==> src/hw/rtl/tsmg_pkg.sv <==
// Shared codes and constants of the transport switch mute guard.
`default_nettype none

package tsmg_pkg;

	// Clamp applied to frame counts and register writes
	localparam int unsigned MAX_FRAMES_DEFAULT = 65535;

	// Item modes
	localparam logic [1:0] MODE_CALLBACK = 2'd0;
	localparam logic [1:0] MODE_ARM      = 2'd1;
	localparam logic [1:0] MODE_LOCK     = 2'd2;
	localparam logic [1:0] MODE_STOP     = 2'd3;

	// Transport codes
	localparam logic [1:0] TR_PCM    = 2'd0;
	localparam logic [1:0] TR_DOP    = 2'd1;
	localparam logic [1:0] TR_NATIVE = 2'd2;

	// Guard state codes as shown on guard_state
	localparam logic [2:0] GS_STOPPED  = 3'd0;
	localparam logic [2:0] GS_LOCKING  = 3'd1;
	localparam logic [2:0] GS_MUTING   = 3'd2;
	localparam logic [2:0] GS_READY    = 3'd3;
	localparam logic [2:0] GS_FALLBACK = 3'd4;

	// Switch kinds
	localparam logic [2:0] SK_NONE       = 3'd0;
	localparam logic [2:0] SK_PCM_DOP    = 3'd1;
	localparam logic [2:0] SK_DOP_PCM    = 3'd2;
	localparam logic [2:0] SK_PCM_NATIVE = 3'd3;
	localparam logic [2:0] SK_NATIVE_PCM = 3'd4;
	localparam logic [2:0] SK_DOP_NATIVE = 3'd5;
	localparam logic [2:0] SK_NATIVE_DOP = 3'd6;
	localparam logic [2:0] SK_RATE       = 3'd7;

	// Silence fill bytes
	localparam logic [7:0] FILL_PCM    = 8'h00;
	localparam logic [7:0] FILL_DOP    = 8'h96;
	localparam logic [7:0] FILL_NATIVE = 8'h69;

	// Register indexes
	localparam logic [1:0] REG_PRE_ROLL  = 2'd0;
	localparam logic [1:0] REG_POST_ROLL = 2'd1;
	localparam logic [1:0] REG_TIMEOUT   = 2'd2;

	// Lock timeout used at reset and for a written zero
	localparam logic [15:0] TIMEOUT_DEFAULT = 16'd4096;

	// Saturation value of the lock wait counter
	localparam logic [16:0] WAIT_MAX = 17'h1FFFF;

endpackage

`default_nettype wire

==> src/hw/rtl/transport_switch_mute_guard_unit.sv <==
// Top level of the transport switch mute guard.
//
// Input channel (in_valid/in_ready) takes one item per transfer: mode selects
// audio callback, arm switch, confirm lock or stop; arm also carries the old
// and new transport and sample rate. Every item gives exactly one result on
// the output channel (out_valid/out_ready): the mute flag for a callback and
// the guard state, switch description, silence byte and remaining roll counts.
// The result of an item is registered and shown in the cycle after its
// transfer. Items are taken at one per cycle while results drain; the single
// state update path between the input port and the result register sets it.
// in_ready is high whenever the result register is empty or being drained,
// so a stalled receiver holds the result and, one item later, the input.
// Registers must be written (wr_en/wr_index/wr_data) only while idle; the
// block does not enforce it. Index three is ignored. Reset empties the result
// register, stops the guard, loads defaults (rolls zero, lock timeout 4096).
`default_nettype none

module transport_switch_mute_guard_unit
	import tsmg_pkg::*;
#(
	parameter int unsigned MAX_FRAMES = MAX_FRAMES_DEFAULT
) (
	input  wire logic        clk,
	input  wire logic        arst_n,
	input  wire logic        wr_en,
	input  wire logic [1:0]  wr_index,
	input  wire logic [15:0] wr_data,
	input  wire logic        in_valid,
	output logic             in_ready,
	input  wire logic [1:0]  mode,
	input  wire logic [15:0] frame_count,
	input  wire logic [1:0]  source_transport,
	input  wire logic [1:0]  target_transport,
	input  wire logic [24:0] source_rate,
	input  wire logic [24:0] target_rate,
	output logic             out_valid,
	input  wire logic        out_ready,
	output logic             mute,
	output logic [2:0]       guard_state,
	output logic [2:0]       switch_kind,
	output logic             rate_changed,
	output logic [7:0]       silence_byte,
	output logic [15:0]      pre_roll_left,
	output logic [15:0]      post_roll_left
);

	// Frame clamp limited to the 16-bit field range
	localparam int unsigned  FRAME_CAP   = (MAX_FRAMES > 65535) ? 65535 : MAX_FRAMES;
	localparam logic [15:0]  FRAME_CAP16 = FRAME_CAP[15:0];

	typedef enum logic [2:0] {
		PH_STOPPED  = GS_STOPPED,
		PH_LOCKING  = GS_LOCKING,
		PH_MUTING   = GS_MUTING,
		PH_READY    = GS_READY,
		PH_FALLBACK = GS_FALLBACK
	} guard_phase_t;

	function automatic logic [15:0] clamp_frames(input logic [15:0] v);
		return (v > FRAME_CAP16) ? FRAME_CAP16 : v;
	endfunction

	function automatic logic [2:0] classify(input logic [1:0] from, input logic [1:0] to,
		input logic rate);
		logic [2:0] k;
		if (from == to)                            k = rate ? SK_RATE : SK_NONE;
		else if (from == TR_PCM && to == TR_DOP)       k = SK_PCM_DOP;
		else if (from == TR_DOP && to == TR_PCM)       k = SK_DOP_PCM;
		else if (from == TR_PCM && to == TR_NATIVE)    k = SK_PCM_NATIVE;
		else if (from == TR_NATIVE && to == TR_PCM)    k = SK_NATIVE_PCM;
		else if (from == TR_DOP && to == TR_NATIVE)    k = SK_DOP_NATIVE;
		else if (from == TR_NATIVE && to == TR_DOP)    k = SK_NATIVE_DOP;
		else                                           k = SK_RATE;
		return k;
	endfunction

	// Configuration registers
	logic [15:0]  pre_roll_cfg_q;
	logic [15:0]  post_roll_cfg_q;
	logic [15:0]  timeout_cfg_q;

	// Guard state
	guard_phase_t phase_q;
	logic [15:0]  pre_q;
	logic [15:0]  post_q;
	logic [16:0]  wait_q;
	logic         lock_seen_q;
	logic         lock_needed_q;
	logic [2:0]   kind_q;
	logic         rate_chg_q;
	logic [1:0]   target_q;
	logic [15:0]  timeout_q;

	// Result register
	logic         out_valid_q;
	logic         mute_q;
	logic [2:0]   state_q;
	logic [2:0]   kind_out_q;
	logic         rate_out_q;
	logic [7:0]   fill_q;
	logic [15:0]  pre_out_q;
	logic [15:0]  post_out_q;

	// Next-state values
	guard_phase_t n_phase;
	logic [15:0]  n_pre;
	logic [15:0]  n_post;
	logic [16:0]  n_wait;
	logic         n_lock_seen;
	logic         n_lock_needed;
	logic [2:0]   n_kind;
	logic         n_rate_chg;
	logic [1:0]   n_target;
	logic [15:0]  n_timeout;
	logic         n_mute;
	logic [7:0]   n_fill;
	logic         enter_mute;
	logic [17:0]  wait_sum;
	logic [15:0]  take_pre;
	logic [15:0]  take_post;
	logic         accept;

	assign in_ready = !out_valid_q || out_ready;
	assign accept   = in_valid && in_ready;

	assign wait_sum  = {1'b0, wait_q} + {2'b00, clamp_frames(frame_count)};
	assign take_pre  = (frame_count < pre_q) ? frame_count : pre_q;
	assign take_post = (frame_count < post_q) ? frame_count : post_q;

	// Update guard state for one item
	always_comb begin
		n_phase       = phase_q;
		n_pre         = pre_q;
		n_post        = post_q;
		n_wait        = wait_q;
		n_lock_seen   = lock_seen_q;
		n_lock_needed = lock_needed_q;
		n_kind        = kind_q;
		n_rate_chg    = rate_chg_q;
		n_target      = target_q;
		n_timeout     = timeout_q;
		n_mute        = 1'b0;
		enter_mute    = 1'b0;
		unique case (mode)
			MODE_CALLBACK: begin
				if (phase_q == PH_FALLBACK) begin
					n_mute = 1'b1;
				end else if (phase_q == PH_LOCKING || phase_q == PH_MUTING) begin
					n_mute = 1'b1;
					if (pre_q != 16'd0) begin
						n_pre = pre_q - take_pre;
					end else begin
						enter_mute = (phase_q == PH_MUTING);
						if (phase_q == PH_LOCKING) begin
							if (lock_seen_q || !lock_needed_q) begin
								if (post_q != 16'd0) begin
									enter_mute = 1'b1;
								end else begin
									n_phase = PH_READY;
									n_mute  = 1'b0;
								end
							end else begin
								// accumulate the wait, saturating
								n_wait = wait_sum[17] ? WAIT_MAX : wait_sum[16:0];
								if (n_wait >= {1'b0, timeout_q}) begin
									n_post  = 16'd0;
									n_phase = PH_FALLBACK;
								end
							end
						end
						// consume post-roll
						if (enter_mute) begin
							n_phase = PH_MUTING;
							if (frame_count != 16'd0) begin
								n_post = post_q - take_post;
								if (n_post == 16'd0) n_phase = PH_READY;
							end
						end
					end
				end
			end
			MODE_ARM: begin
				n_rate_chg    = (source_rate != 25'd0) && (target_rate != 25'd0)
					&& (source_rate != target_rate);
				n_kind        = classify(source_transport, target_transport, n_rate_chg);
				n_target      = target_transport;
				n_timeout     = timeout_cfg_q;
				n_pre         = pre_roll_cfg_q;
				n_post        = post_roll_cfg_q;
				n_wait        = 17'd0;
				n_lock_seen   = 1'b0;
				n_lock_needed = (target_transport != TR_PCM);
				n_phase       = PH_LOCKING;
			end
			MODE_LOCK: begin
				n_lock_seen = 1'b1;
			end
			MODE_STOP: begin
				n_pre   = 16'd0;
				n_post  = 16'd0;
				n_wait  = 17'd0;
				n_phase = PH_STOPPED;
			end
			default: begin
				n_phase = phase_q;
			end
		endcase
		case (n_target)
			TR_PCM:  n_fill = FILL_PCM;
			TR_DOP:  n_fill = FILL_DOP;
			default: n_fill = FILL_NATIVE;
		endcase
	end

	// Hold configuration registers
	always_ff @(posedge clk or negedge arst_n) begin
		if (!arst_n) begin
			pre_roll_cfg_q  <= 16'd0;
			post_roll_cfg_q <= 16'd0;
			timeout_cfg_q   <= TIMEOUT_DEFAULT;
		end else if (wr_en) begin
			unique case (wr_index)
				REG_PRE_ROLL:  pre_roll_cfg_q  <= clamp_frames(wr_data);
				REG_POST_ROLL: post_roll_cfg_q <= clamp_frames(wr_data);
				REG_TIMEOUT:   timeout_cfg_q   <= (wr_data == 16'd0) ? TIMEOUT_DEFAULT
					: clamp_frames(wr_data);
				default:       pre_roll_cfg_q  <= pre_roll_cfg_q;
			endcase
		end
	end

	// Advance guard state on each input transfer
	always_ff @(posedge clk or negedge arst_n) begin
		if (!arst_n) begin
			phase_q       <= PH_STOPPED;
			pre_q         <= 16'd0;
			post_q        <= 16'd0;
			wait_q        <= 17'd0;
			lock_seen_q   <= 1'b0;
			lock_needed_q <= 1'b0;
			kind_q        <= SK_NONE;
			rate_chg_q    <= 1'b0;
			target_q      <= TR_PCM;
			timeout_q     <= TIMEOUT_DEFAULT;
		end else if (accept) begin
			phase_q       <= n_phase;
			pre_q         <= n_pre;
			post_q        <= n_post;
			wait_q        <= n_wait;
			lock_seen_q   <= n_lock_seen;
			lock_needed_q <= n_lock_needed;
			kind_q        <= n_kind;
			rate_chg_q    <= n_rate_chg;
			target_q      <= n_target;
			timeout_q     <= n_timeout;
		end
	end

	// Track result register occupancy
	always_ff @(posedge clk or negedge arst_n) begin
		if (!arst_n) begin
			out_valid_q <= 1'b0;
		end else if (accept) begin
			out_valid_q <= 1'b1;
		end else if (out_ready) begin
			out_valid_q <= 1'b0;
		end
	end

	// Load result payload
	always_ff @(posedge clk) begin
		if (accept) begin
			mute_q     <= n_mute;
			state_q    <= n_phase;
			kind_out_q <= n_kind;
			rate_out_q <= n_rate_chg;
			fill_q     <= n_fill;
			pre_out_q  <= n_pre;
			post_out_q <= n_post;
		end
	end

	assign out_valid      = out_valid_q;
	assign mute           = mute_q;
	assign guard_state    = state_q;
	assign switch_kind    = kind_out_q;
	assign rate_changed   = rate_out_q;
	assign silence_byte   = fill_q;
	assign pre_roll_left  = pre_out_q;
	assign post_roll_left = post_out_q;

endmodule

`default_nettype wire

==> config.mk <==
export PLATFORM = sky130hd
export DESIGN_NAME = transport_switch_mute_guard_unit
export DESIGN_NICKNAME = d
export VERILOG_FILES = /design/src/hw/rtl/tsmg_pkg.sv /design/src/hw/rtl/transport_switch_mute_guard_unit.sv
export SDC_FILE = /design/constraint.sdc
export NUM_CORES = 1
export LEC_CHECK = 0
export BUFFER_PORTS_ARGS = -buffer_cell sky130_fd_sc_hd__buf_2
export CELL_PAD_IN_SITES_DETAIL_PLACEMENT = 2
export CELL_PAD_IN_SITES_GLOBAL_PLACEMENT = 2
export CORE_MARGIN = 10
export CORE_UTILIZATION = 37
export DETAILED_ROUTE_END_ITERATION = 8
export PLACE_DENSITY_LB_ADDON = 0.1
export REMOVE_ABC_BUFFERS = 1
export SLEW_MARGIN = 20
export SYNTH_ARGS = -nofsm -noshare
export SYNTH_HDL_FRONTEND = slang
export SYNTH_SLANG_ARGS = --single-unit
==> constraint.sdc <==
create_clock -name clk -period 5.1 [get_ports clk]
set_clock_uncertainty 0.1 [all_clocks]
set_input_delay 0.255 -clock clk [delete_from_list [all_inputs] [get_ports clk]]
set_output_delay 0.255 -clock clk [all_outputs]
set_load 0.03 [all_outputs]
; ---- Word level (Yosys, flattened, before mapping)
; Index checks and enable logic that the tools add are counted.
[totals]
in_bits = 95
output_inout_bits = 50
reg_bits = 173
[op_classes]
reduce_logical = 37
muxes = 64
order_cmp = 5
eq_ne = 20
n_addsub = 3
[op_table]
columns = op, count
row1 = 16-bit 2-to-1 mux, 16
row2 = 17-bit 2-to-1 mux, 6
row3 = 16-bit case mux with 3 select lines, 2
row4 = 25-bit nonzero test, 2
row5 = 16-bit nonzero test, 3
row6 = 3-bit 2-to-1 mux, 14
row7 = 17-bit case mux with 2 select lines, 1
row8 = "16-bit greater-than comparator, second input constant", 2
row9 = 16-bit logical NOT, 2
row10 = 16-bit < comparator, 2
row11 = 16-bit subtractor, 2
row12 = 25-bit inequality test, 1
row13 = 1-bit 2-to-1 mux, 19
row14 = 17-bit by 16-bit adder with 18-bit output, 1
row15 = 17-bit by 16-bit >= comparator with 1-bit output, 1
row16 = 8-bit case mux with 2 select lines, 1
row17 = "2-bit by 1-bit == test with 1-bit output, second input constant", 5
row18 = "2-bit == test, second input constant", 5
row19 = 2-bit logical NOT, 5
row20 = "2-bit inequality test, second input constant", 5
row21 = 2-bit AND reduction, 5
row22 = 1-bit logical AND, 9
row23 = 3-bit case mux with 3 select lines, 1
row24 = 2-bit nonzero test, 4
row25 = 10 further kinds, 15

; ---- Logic depth before layout (Yosys ltp)
; Gate-level depths: netlist (run 1).
[depth]
ltp_word = 14
mapped_depth = 22

; ---- Worst setup path after synthesis (run 1)
; Ideal clock, no wire load.
[synth_timing]
kind = register to register
startpoint = reg pre_q[13]
endpoint = reg pre_out_q[15], in the netlist pre_roll_left[15], data pin
path_stages_with_launch = 22
synth_period_minus_slack_ns = 4.444
required_time_ns = 4.728
arrival_time_ns = 4.072
setup_slack_ns = 0.656
setup_time_ns = 0.272
cell_sequence = dfrtp_1 -> inv_1 -> ha_1 -> a21o_1 -> a21o_1 -> a21oi_1 -> o21ai_0 -> a21oi_1 -> clkbuf_1 -> nor2_1 -> a21o_1 -> inv_1 -> ha_1 -> nor2b_1 -> o31ai_1 -> a21oi_1 -> o211ai_1 -> a21oi_1 -> o22a_1 -> and4b_1 -> o41ai_1 -> nand3_1
[synth_via]
elab_chain_cells = 7
[synth_rtl]
columns = element, line_no
row1 = "start, declared", transport_switch_mute_guard_unit.sv:84  ; logic [15:0] pre_q;
row2 = "start signal, assigned", transport_switch_mute_guard_unit.sv:247  ; pre_q <= n_pre;
row3 = 16-bit < comparator, transport_switch_mute_guard_unit.sv:127  ; assign take_pre = (frame_count < pre_q) ? frame_count : pre_q;
row4 = 16-bit 2-to-1 mux, transport_switch_mute_guard_unit.sv:127
row5 = 16-bit subtractor, transport_switch_mute_guard_unit.sv:151  ; n_pre = pre_q - take_pre;
row6 = 16-bit 2-to-1 mux (*), transport_switch_mute_guard_unit.sv:150  ; if (pre_q != 16'd0) begin
row7 = 16-bit 2-to-1 mux (*), transport_switch_mute_guard_unit.sv:148  ; end else if (phase_q == PH_LOCKING || phase_q == PH_MUTING) begin
row8 = 16-bit 2-to-1 mux (*), transport_switch_mute_guard_unit.sv:146  ; if (phase_q == PH_FALLBACK) begin
row9 = 16-bit case mux with 3 select lines (*), transport_switch_mute_guard_unit.sv:144  ; unique case (mode)
row10 = named net n_pre[15], transport_switch_mute_guard_unit.sv:106  ; logic [15:0] n_pre;
row11 = "end signal, assigned", transport_switch_mute_guard_unit.sv:278  ; pre_out_q <= n_pre;
row12 = "end, declared", transport_switch_mute_guard_unit.sv:101  ; logic [15:0] pre_out_q;
; Mark *: on every way through the listed nets, which the timed path passes. The rest lies on a longest branch.
; A chain may end at the register's enable or synchronous reset.

; ---- Final worst setup path (run 1)
[layout_timing]
startpoint = reg wait_q[0]
endpoint = reg post_out_q[5], in the netlist post_roll_left[5], data pin
[layout_via]
elab_chain_cells = 12
[layout_rtl]
columns = element, line_no
row1 = "start, declared", transport_switch_mute_guard_unit.sv:86  ; logic [16:0] wait_q;
row2 = "start signal, assigned", transport_switch_mute_guard_unit.sv:249  ; wait_q <= n_wait;
row3 = 17-bit by 16-bit adder with 18-bit output (*), transport_switch_mute_guard_unit.sv:126  ; assign wait_sum = {1'b0, wait_q} + {2'b00, clamp_frames(frame_count)};
row4 = 17-bit 2-to-1 mux (*), transport_switch_mute_guard_unit.sv:164  ; n_wait = wait_sum[17] ? WAIT_MAX : wait_sum[16:0];
row5 = 17-bit by 16-bit >= comparator with 1-bit output (*), transport_switch_mute_guard_unit.sv:165  ; if (n_wait >= {1'b0, timeout_q}) begin
row6 = 16-bit 2-to-1 mux (*), transport_switch_mute_guard_unit.sv:165
row7 = 16-bit 2-to-1 mux (*), transport_switch_mute_guard_unit.sv:155  ; if (lock_seen_q || !lock_needed_q) begin
row8 = 16-bit 2-to-1 mux (*), transport_switch_mute_guard_unit.sv:154  ; if (phase_q == PH_LOCKING) begin
row9 = 16-bit 2-to-1 mux, transport_switch_mute_guard_unit.sv:174  ; if (frame_count != 16'd0) begin
row10 = 16-bit 2-to-1 mux (*), transport_switch_mute_guard_unit.sv:172  ; if (enter_mute) begin
row11 = 16-bit 2-to-1 mux (*), transport_switch_mute_guard_unit.sv:150
row12 = 16-bit 2-to-1 mux (*), transport_switch_mute_guard_unit.sv:148
row13 = 16-bit 2-to-1 mux (*), transport_switch_mute_guard_unit.sv:146
row14 = 16-bit case mux with 3 select lines (*), transport_switch_mute_guard_unit.sv:144
row15 = named net n_post[5], transport_switch_mute_guard_unit.sv:107  ; logic [15:0] n_post;
row16 = "end signal, assigned", transport_switch_mute_guard_unit.sv:279  ; post_out_q <= n_post;
row17 = "end, declared", transport_switch_mute_guard_unit.sv:102  ; logic [15:0] post_out_q;
; Marked as above.

==> results.json, run 1 <==
{
  "outcome": "complete, no violations",
  "first_iter_violations": 629,
  "final.min_clock_period_ns": 5.039,
  "layout_commonest_cell": "buf_2",
  "core_um2": 30750,
  "cp.arrival_ns": 5.25,
  "ant_nets": 0,
  "chipHeight_um": 196.9,
  "max_stage_delay_ns": 0.42,
  "cts_tree": "built",
  "synthMuxAreaShare_pct": 5.975,
  "insertion_delay_ns": 0.45,
  "clock_tree.root_cell": "clkbuf_16",
  "final_nets": 1602,
  "yosys_warnings": 0,
  "ys.flop_type": "dfrtp_1",
  "cp-end-kind": "flop",
  "track_usage_pct": 24.57,
  "synthXorXnorAreaFrac_pct": 4.678,
  "tightest_slew_ns": 1.088,
  "dr_total_vias": 10850,
  "fillCellCount": 3336,
  "mostFrequentLayoutCells": "143 x buf_2, 123 x dfrtp_1, 95 x nand2_1",
  "irDropWorstVdd_v": 0.0002119,
  "die_x_um": 196.9,
  "synth_edf_count": 42,
  "slew_viol_final": 0,
  "clkSinkCount": 167,
  "cts.clk_slew.worst_paths_ns": 0.08,
  "wl_met2_um": 23930,
  "grt_pass1_vias": 11960,
  "synthCells": 1223,
  "cts_max_level": 4,
  "drcViolationCount": 0,
  "fin_cells": 1818,
  "crit_chain": "ha_2 > fa_2 > a211o_1 > o211ai_1 > a21oi_2 > a21o_1 > a21oi_2 > xor2_1 > nand2_1 > ha_4 > a211oi_4 > o22ai_2 > a2111oi_2 > o21ai_1 > nand3_1 > o211ai_1 > a22o_2 > o21bai_4 > clkbuf_16 > a21o_1",
  "grt-ovfl-total": 0,
  "hp-class": "in -> reg",
  "wl_met1_um": 20570,
  "grt_pass1_wl_um": 73370,
  "ioPinCount": 145,
  "post-dp-hpwl_um": 36320,
  "max_freq_ghz": 0.1985,
  "synth_compound_area_share_pct": 21.77,
  "place.gp.congestion": 0.8747,
  "synth-seq-cells": 167,
  "vias_per_cell": 5.966,
  "leakage_nw": 6.147,
  "initial_core_util_pct": 37.66,
  "setup_viol": 0,
  "place_area_um2": 13080,
  "ff2ff_setup_slack_ns": 0.06,
  "critPathLaunchType": "flop",
  "clockBufferDepth": 2,
  "path_max_fanout": 6,
  "maxUsedRoutingLayer": "met4",
  "cts_buffers": 17,
  "drt_pass1_iterations": 5,
  "path_class": "reg -> reg",
  "synth_top_family_by_area": "compound AO/OA/AOI/OAI gates",
  "relSlewSlack_pct": 27.28,
  "multi_input_area_um2": 6844,
  "regArea_um2": 4392,
  "avgSynthCellArea_um2": 9.469,
  "crit_required_ns": 5.31,
  "cp_top_family": "compound AO/OA/AOI/OAI gates",
  "place_inst": 1773,
  "synth-simple-area-share_pct": 14.52,
  "wirelength_um": 48020,
  "whs_ns": 0.03685,
  "avgRoutedWirePerCell_um": 26.41,
  "grt_max_degree": 100,
  "synth_async_sr_flop_share_pct": 74.85,
  "final_layout_size_suffix_gt1_share_pct": 24.35,
  "portBuffers": 144,
  "slowest_stage": "fa_2",
  "syn_to_final_growth_pct": 20.23,
  "design_area_um2": 13920,
  "drv_cap": 0,
  "fin_crit_sh_pct": 98.80,
  "powerDensity_nw_per_um2": 506.2,
  "rows": 64,
  "ys_seq_area_share_pct": 37.92,
  "yosys.cell_types.count": 82,
  "synth_fa_ha_area_share_pct": 10.89,
  "wl_met3_um": 2418,
  "fin_util_pct": 45.28,
  "cp_num_buf_inv": 1,
  "netlist_area_um2": 11580,
  "hold_viol_final": 0,
  "die-area_um2": 38780,
  "fin_setup_tns_ns": 0,
  "antenna_found_initial": 0
}
-- logic make-up (layout without fill, tap and decap cells) --
family	Yosys count	after routing
AND/OR/NAND/NOR	342	342
AO/OA/AOI/OAI	374	374
buffers and inverters	118	316
XOR/XNOR	61	61
multiplexers	62	62
other	0	1
adder cells (fa/ha/maj)	99	99
flip-flops	167	167
-- where the power goes --
group          leakage (nW)  switching (mW)  internal [mW]  total [mW]
clock                 0.293           0.608          0.732        1.34
sequential             1.96           0.227           1.66        1.89
combinational          3.90            2.24           1.58        3.82
total                  6.15            3.08           3.97        7.05
-- metal layers --
metal	global-route usage, %	vias up
met5	0	-
met4	8.117	0
met3	4.668	60
met2	42.46	274
met1	30.12	5605
li1	-	4907
-- metrics by stage --
stage	setup slack (ns)	total power, mW
6_report	0.06132	7.048
5_1_grt	-0.1303	7.539
4_1_cts	0.01289	6.850
3_5_place_dp	-0.07423	5.393
3_3_place_gp	0.2556	5.243
2_1_floorplan	-0.06303	4.122
-- registers in the layout, summed over array words and instances, names as in the netlist, 2 cells and up --
signal and flops:
wait_q 17, post_q 16, post_roll_cfg_q 16, post_roll_left 16, pre_q 16, pre_roll_cfg_q 16
pre_roll_left 16, timeout_cfg_q 16, timeout_q 16, guard_state 3, kind_q 3, phase_q 3
switch_kind 3, silence_byte 2, target_q 2
-- worst paths after layout --
check,startpoint,endpoint,depth (start not counted)
worst min register to register,timeout_cfg_q[14]$_DFFE_PN0P_,timeout_q[14]$_DFFE_PN0P_,2
worst min-delay path,wr_data[8],timeout_cfg_q[8]$_DFFE_PN0P_,2
worst max-delay path,wait_q[0]$_DFFE_PN0P_,post_roll_left[5]$_DFFE_PP_,20
min in group asynchronous,arst_n,timeout_q[5]$_DFFE_PN0P_,2
max in group asynchronous,arst_n,post_q[15]$_DFFE_PN0P_,3
worst max register to register,wait_q[0]$_DFFE_PN0P_,post_roll_left[5]$_DFFE_PP_,20
-- Yosys cell counts (all sizes together) (6+ instances only) --
master   count  share of area, %
ha          96                10
nor4        35               1.9
buf         20               1.1
xnor2       38               2.9
inv         63               2.0
nor3        26               1.2
nor2b       10              0.54
o21bai       7              0.62
nand3       18              0.78
o2bb2ai     11              0.83
o21ai       84               3.7
a22oi       19               1.3
dfrtp      123                27
edfxtp      42                11
a31oi        9              0.49
xor2        23               1.8
a211oi       9              0.63
clkbuf      34               1.1
nand2       95               3.1
a21oi       92               4.0
nand2b      21               1.1
o22a         9              0.68
o21a         6              0.39
o22ai        8              0.43
mux2        57               5.5
a22o        25               1.9
nand4       16              0.86
a21o        36               2.3
nor2        86               2.8
o211ai       6              0.39
and3         8              0.43
-- what timing repair did --
action / in CTS / in global routing
endpoints found under the hold margin: 99 / 0
endpoints found under the setup margin: 36 / 38
setup buffers: 1 / 7
hold buffers: 3 / 0
gates resized for setup: 5 / 24
pin swaps: 2 / 12
gates cloned: 0 / 1
-- worst register-to-register path: stages (launching register included) --
cell	delay (ns)
dfrtp_1	0.40
ha_2	0.22
fa_2	0.42
a211o_1	0.33
o211ai_1	0.22
a21oi_2	0.16
a21o_1	0.23
a21oi_2	0.16
xor2_1	0.18
nand2_1	0.13
ha_4	0.25
a211oi_4	0.27
o22ai_2	0.12
a2111oi_2	0.31
o21ai_1	0.19
nand3_1	0.11
o211ai_1	0.20
a22o_2	0.35
o21bai_4	0.24
clkbuf_16	0.20
a21o_1	0.12
-- final cells by class --
cell class	instances	share of cell area (%)
Antenna cell	1	0.01797
Clock buffer	23	3.738
Clock inverter	9	0.5482
Inverter	64	1.734
Multi-Input combinational cell	938	49.16
Sequential cell	167	31.54
Tap cell	396	3.559
Timing Repair Buffer	220	9.705
No activity file was read; power rests on OpenSTA's default activity.
==> run 2: changes to the inputs <==
--- a/config.mk
+++ b/config.mk
@@ -11,6 +11,7 @@
 export CORE_MARGIN = 10
 export CORE_UTILIZATION = 37
 export DETAILED_ROUTE_END_ITERATION = 8
+export GPL_TIMING_DRIVEN = 0
 export PLACE_DENSITY_LB_ADDON = 0.1
 export REMOVE_ABC_BUFFERS = 1
 export SLEW_MARGIN = 20
==> run 2 against run 1 <==
Effect of this change: clock power decreased by 4%; power decreased by 4.1%; via count decreased by 3.6%; critical path depth unchanged; clock-buffer cell count decreased by 5; sequential power about the same; sequential share of layout area increased by 0.54 points; non-clock buffer count decreased by 50; flip-flop and latch count unchanged; setup slack improved by 0.16 ns; first-iteration DRC count decreased by 15%; routed wire length decreased by 6.2%; critical path type unchanged; critical endpoint is now guard_state[0]$_DFFE_PP_.
==> results.json, run 2 (synthesis gave the netlist of run 1 again) <==
{
  "final.min_clock_period_ns": 4.880,
  "portBuffers": 144,
  "grt_pass1_wl_um": 69860,
  "setup_viol": 0,
  "powerDensity_nw_per_um2": 492.8,
  "clock_tree.root_cell": "clkbuf_16",
  "top_register": "wait_q",
  "chipHeight_um": 196.9,
  "max_freq_ghz": 0.2049,
  "fin_cells": 1768,
  "wirelength_um": 45050,
  "ant_nets": 0,
  "final_nets": 1553,
  "relSlewSlack_pct": 23.46,
  "pre_cts_slack_ns": -0.8375,
  "drv_cap": 0,
  "slowest_stage": "or4b_4",
  "fillCellCount": 3370,
  "post-dp-hpwl_um": 33630,
  "first_iter_violations": 535,
  "track_usage_pct": 23.16,
  "outcome": "complete, no violations",
  "largest_reg_flops": 17,
  "place_inst": 1715,
  "ioPinCount": 145,
  "clkSinkCount": 167,
  "cp.arrival_ns": 5.09,
  "crit_required_ns": 5.31,
  "initial_core_util_pct": 37.66,
  "rows": 64,
  "hold_viol_final": 0,
  "die-area_um2": 38780,
  "dr_total_vias": 10460,
  "die_x_um": 196.9,
  "irDropWorstVdd_v": 0.0002323,
  "layout_commonest_cell": "buf_2",
  "leakage_nw": 5.916,
  "antenna_found_initial": 0,
  "whs_ns": 0.03835,
  "grt-ovfl-total": 0,
  "place.gp.congestion": 0.8646,
  "syn_to_final_growth_pct": 18.38,
  "antennaDiodeCount": 0,
  "setup_slack_ns": 0.2199,
  "insertion_delay_ns": 0.45,
  "p_total_mw": 6.756,
  "multi_input_area_um2": 6948,
  "avgRoutedWirePerCell_um": 25.48,
  "critPathLaunchType": "flop",
  "cts_max_level": 4,
  "grt_max_degree": 85,
  "final_layout_size_suffix_gt1_share_pct": 22.74,
  "drcViolationCount": 0,
  "cts_buffers": 17,
  "cp_num_buf_inv": 2,
  "cp-end-kind": "flop",
  "max_stage_delay_ns": 0.49,
  "vias_per_cell": 5.913,
  "drt_pass1_iterations": 4,
  "grt_pass1_vias": 11760,
  "path_max_fanout": 12,
  "mostFrequentLayoutCells": "143 x buf_2, 118 x dfrtp_1, 94 x nand2_1",
  "hp-class": "in -> reg",
  "core_um2": 30750,
  "regArea_um2": 4398,
  "cts.clk_slew.worst_paths_ns": 0.08,
  "cp_top_family": "simple AND/OR/NAND/NOR gates",
  "crit_chain": "inv_1 > ha_1 > a21oi_1 > o21ai_0 > a21oi_1 > o21ai_1 > a21oi_4 > clkbuf_16 > nor2_1 > a21oi_2 > ha_4 > nand2_1 > or4b_4 > o21bai_4 > xor2_2 > nand4_1 > or4_4 > nor4_4 > nand4_1 > a21oi_2",
  "tightest_slew_ns": 1.138,
  "slew_viol_final": 0,
  "rsz0062_at_grt": "true",
  "fin_crit_sh_pct": 95.69,
  "path_class": "reg -> reg",
  "clockBufferDepth": 2,
  "cts_tree": "built"
}
[run 2: cell count changes in the layout (fill, tap and decap cells not counted), moves of 4 or more]
cell	change
dfrtp_2	+5
inv_6	+4
dfrtp_1	-5
buf_4	-55
[run 2: metrics by stage]
stage | area [um2] | TNS (ns) | util (%)
after CTS | 13480 | 0 | 43.84
after global placement | 12550 | -65.93 | 40.80
after floorplan | 11330 | -0.1350 | -
after global routing | 13710 | -0.2122 | 44.58
final | 13710 | 0 | 44.58
after detailed placement | 12740 | -19.23 | 41.43
[run 2: power by group]
group	total [mW]	internal, mW	switching, mW
Sequential	1.91	1.66	0.249
Combinational	3.55	1.46	2.09
Clock	1.29	0.659	0.634
[run 2: final cells by class]
cell class                 instances  area share, %
clock buffer                      18          3.203
sequential                       167          32.08
inverter                          64          1.771
multi-input combinational        939          50.68
timing repair buffer             170          7.712
tap                              396          3.614
clock inverter                    14         0.9400
[run 2: final timing paths]
check                                               from                      endpoint  slack [ns]  cells past startpoint
max                                post_q[2]$_DFFE_PN0P_      guard_state[0]$_DFFE_PP_        0.22                     20
min                                           wr_data[8]  timeout_cfg_q[8]$_DFFE_PN0P_        0.04                      2
max reg2reg                        post_q[2]$_DFFE_PN0P_      guard_state[0]$_DFFE_PP_        0.22                     20
min reg2reg                timeout_cfg_q[14]$_DFFE_PN0P_     timeout_q[14]$_DFFE_PN0P_        0.38                      2
max in group asynchronous                         arst_n         post_q[8]$_DFFE_PN0P_        3.90                      3
min in group asynchronous                         arst_n         wait_q[6]$_DFFE_PN0P_        0.19                      2
[run 2: worst reg2reg max path, delay by kind of cell (launching register included)]
family                     cells  cell delay [ns]
buffers and inverters          2             0.30
and+or+nand+nor                7             1.68
xor gates and xnor gates       1             0.23
AOI/OAI and AO/OA              8             1.46
adders and majority gates      2             0.55
DFF                            1             0.42
[run 2: routing by layer]
metal | up-vias | GRT usage [%] | share of wire, %
li1 | 4812 | - | -
met1 | 5361 | 28.14 | 43
met2 | 220 | 39.73 | 50
met3 | 62 | 4.412 | 4.0
met4 | 0 | 9.000 | 3.1
met5 | - | 0 | 0
[run 2: repair_timing]
item / 4_1_cts / 5_1_grt
hold buffers: 2 / 0
hold endpoints to repair: 42 / 0
gates cloned: 1 / 1
endpoints found under the setup margin: 38 / 40
setup buffers: 10 / 7
pin swaps: 4 / 9
gates resized for setup: 16 / 33
